File: src/design/tsw_ram.sv
// generic single-port-write, registered-read ram
`default_nettype none
module tsw_ram #(
  parameter int Width = 8,
  parameter int Depth = 16
) (
  input  wire logic                     clk_i,
  input  wire logic                     we_i,
  input  wire logic [$clog2(Depth)-1:0] waddr_i,
  input  wire logic [Width-1:0]         wdata_i,
  input  wire logic [$clog2(Depth)-1:0] raddr_i,
  output logic      [Width-1:0]         rdata_o
);
  logic [Width-1:0] mem_q [Depth];

  // write port and registered read port
  always_ff @(posedge clk_i) begin
    if (we_i) begin
      mem_q[waddr_i] <= wdata_i;
    end
    rdata_o <= mem_q[raddr_i];
  end
endmodule
`default_nettype wire

File: config.mk
export PLATFORM = sky130hd
export DESIGN_NAME = tsw_ram
export DESIGN_NICKNAME = d
export VERILOG_FILES = /design/src/design/tsw_ram.sv
export SDC_FILE = /design/constraint.sdc
export NUM_CORES = 1
export LEC_CHECK = 0
export ABC_AREA = 1
export BUFFER_PORTS_ARGS = -buffer_cell sky130_fd_sc_hd__buf_2
export CORE_UTILIZATION = 28
export CTS_CLUSTER_DIAMETER = 50
export DETAILED_ROUTE_END_ITERATION = 10
export PLACE_DENSITY = 0.45
export SETUP_SLACK_MARGIN = 0.2
export SYNTH_ARGS = -nofsm -noshare
export SYNTH_HDL_FRONTEND = slang
export SYNTH_SLANG_ARGS = --single-unit
File: constraint.sdc
create_clock -name clk_i -period 1.1 [get_ports clk_i]
set_clock_uncertainty 0.1 [all_clocks]
set_input_delay 0.11 -clock clk_i [delete_from_list [all_inputs] [get_ports clk_i]]
set_output_delay 0.11 -clock clk_i [all_outputs]
set_load 0.01 [all_outputs]
==> results.ini <==
[synth]
syn-cell-area_sq_mm = 0.00577
syn-num-nets = 569
yosysUniqueCellTypes = 12
netlist_instances = 551
ys_warn_count = 0
synth_seq_cells = 136
ys_seq_area_frac = 0.694
syn_avg_cell_area_sq_um = 10.5

[sta]
fin_setup_tns_ns = -0.0227
hold_violations = 0
timing.final.crit_share = 1.01
worstMarginPinSlew_ns = 0.424
setup_violations = 3
slew_headroom = 0.717
rsz0062_at_grt = true
slew_viol_final = 0
max_freq_mhz = 900
fin_ws_ns = -0.0111
period_minus_slack_ns = 1.11

[placement]
dp_hpwl_um = 9300
io_buffers = 25
preCtsSetupSlack_ns = -0.239
placed_area_sq_mm = 0.00664
gp_congestion = 0.755

[clock_network]
cts-root-buf = clkbuf_16
numCtsBuffers = 17
cts.htree.levels = 4
insertion_delay_ns = 0.42
clk_pin_slew_ns = 0.06
cts_tree = done
clock_path_buffers = 2
clock_sinks = 136

[cells_and_area]
stdcell_area_sq_mm = 0.00762
antenna_cells = 0
synthToLayoutAreaGrowth_pct = 32.2
drive_above_1_share = 0.291
layout.nets = 628

[pwr]
comb_power_share = 0.080
p_clk_frac = 0.459
ir_drop_mv = 1.12
p_seq_frac = 0.461
internal-power_mw = 9.94
leakage_nw = 3.19
swShare = 0.216
p_per_area_mw_per_mm2 = 1660
net-switching-power_mw = 2.75

[critical_path]
crit_slowest_cell = dfxtp_4
slowest_delay_ns = 0.36
cp.required_ns = 0.89
path_buf_inv = 1
crit_arrival_ns = 0.90
worst-setup-path-type = flip-flop to output pin
crit_fanout = 1
crit_path_start_kind = flip-flop
worstPathCellList = buf_6
crit_family = flip-flops
crit_path_end_kind = output pin

[drt]
firstDrtPassIters = 4
drc_errors = 0
vias_per_cell = 4.30
routed_wl_um = 14600
vias = 3844
post_drt_wl_per_cell_um = 16.3
postRouteAntennaNets = 0
first_iter_violations = 368

[die]
die_x_um = 146
core_sq_mm = 0.0202
die_area_sq_mm = 0.0212
io_pins = 26
initial_core_util = 0.285
num_rows = 52
die_y_um = 146

[global_routing]
overflow = 0
grt_pass1_vias = 3805
antenna_found_initial = 0
grt_pass1_wl_um = 22800
track_usage = 0.147
grt_start_max_net_pins = 65

[flow_run]
max-cap-violations = 0

[status]
violations = setup timing
run_status = finished, violations left

[worst_hold_path]
hp-class = input pin to flip-flop

==> synth_stat cells <==
cell,count,area share
inv_1,100,0.065
buf_2,13,0.011
nand3b_1,2,0.0026
inv_2,2,0.0013
buf_1,1,0.00065
buf_6,6,0.012
nand2_1,173,0.11
nor2_1,17,0.011
nand3_1,97,0.084
buf_4,4,0.0052
edfxtp_1,128,0.67
dfxtp_1,8,0.028
==> cell type report <==
type	count	area (sq um)
fillers	1963	12600
flip-flops and latches	136	4020
multi-input cells	289	1640
repair buffers	64	641
clock buffers	22	444
inverters	102	390
well taps	270	338
clock inverters	10	151
==> power by group through the flow <==
| stage | clock (mW) | combinational (mW) | sequential [mW] |
|---|---|---|---|
| after CTS | 5.90 | 0.978 | 5.85 |
| after detailed placement | 0 | 0.892 | 5.95 |
| after global placement | 0 | 0.888 | 5.95 |
| after floorplan | 0 | 0.447 | 5.95 |
| after global routing | 6.12 | 1.10 | 5.86 |
| final | 5.82 | 1.01 | 5.85 |
==> timing repair <==
action / 4_1_cts / 5_1_grt
hold buffers: 4 / 0
gates resized for setup: 42 / 37
setup buffers: 0 / 0
pin swaps: 25 / 26
endpoints found under the hold margin: 49 / 0
endpoints found under the setup margin: 16 / 16
==> routing by layer <==
| metal | vias to the layer above | share of wire | routed length [um] | GRT usage |
|---|---|---|---|---|
| li1 | 1895 | - | - | - |
| met1 | 1859 | 0.48 | 6940 | 0.200 |
| met2 | 74 | 0.47 | 6860 | 0.226 |
| met3 | 16 | 0.034 | 493 | 0.0326 |
| met4 | 0 | 0.019 | 272 | 0.0600 |
| met5 | - | 0 | 0 | 0 |
==> registers in the layout (all words and copies together) (netlist names) <==
signal and count:
rdata_o 8, mem_q 128
==> cells by family after synthesis <==
family	Yosys count	synth area share
and+or+nand+nor	289	0.210
DFF	136	0.694
buffers and inverters	126	0.0952
==> path summary, 6_finish.rpt <==
| path | to | startpoint | depth (start not counted) | slack, ns |
|---|---|---|---|---|
| worst max register to register | rdata_o[3] | mem_q[5][3] | 6 | 0.02 |
| worst min-delay path | mem_q[8][4] | wdata_i[4] | 1 | 0.02 |
| worst min register to register | rdata_o[3] | mem_q[11][3] | 6 | 0.59 |
| worst max-delay path | rdata_o[3] | rdata_o[3] | 1 | -0.01 |
==> layout by cell type (no fill, tap or decap) <==
master and n:
buf_12 14, buf_2 19, buf_4 21, buf_6 6, bufinv_16 4, clkbuf_1 5, clkbuf_16 17, clkinv_1 4
clkinv_4 1, clkinvlp_4 3, dfxtp_1 2, dfxtp_2 4, dfxtp_4 2, dlygate4sd3_1 4, edfxtp_1 128, inv_1 95
inv_2 5, nand2_1 163, nand2_2 6, nand2_4 4, nand3_1 39, nand3_2 57, nand3_4 1, nand3b_1 2
nor2_2 8, nor2_4 9
==> per-stage QoR <==
stage               hold slack (ns)   util  instances  power (mW)
detailed placement            0.348  0.328        857        6.84
global route                 0.0256  0.377        893        13.1
floorplan                     0.109      -        551        6.39
finish                       0.0195  0.377        893        12.7
CTS                         0.00678  0.369        893        12.7
global placement              0.346  0.328        857        6.84
Note: power is estimated with default switching activity, not from simulation.
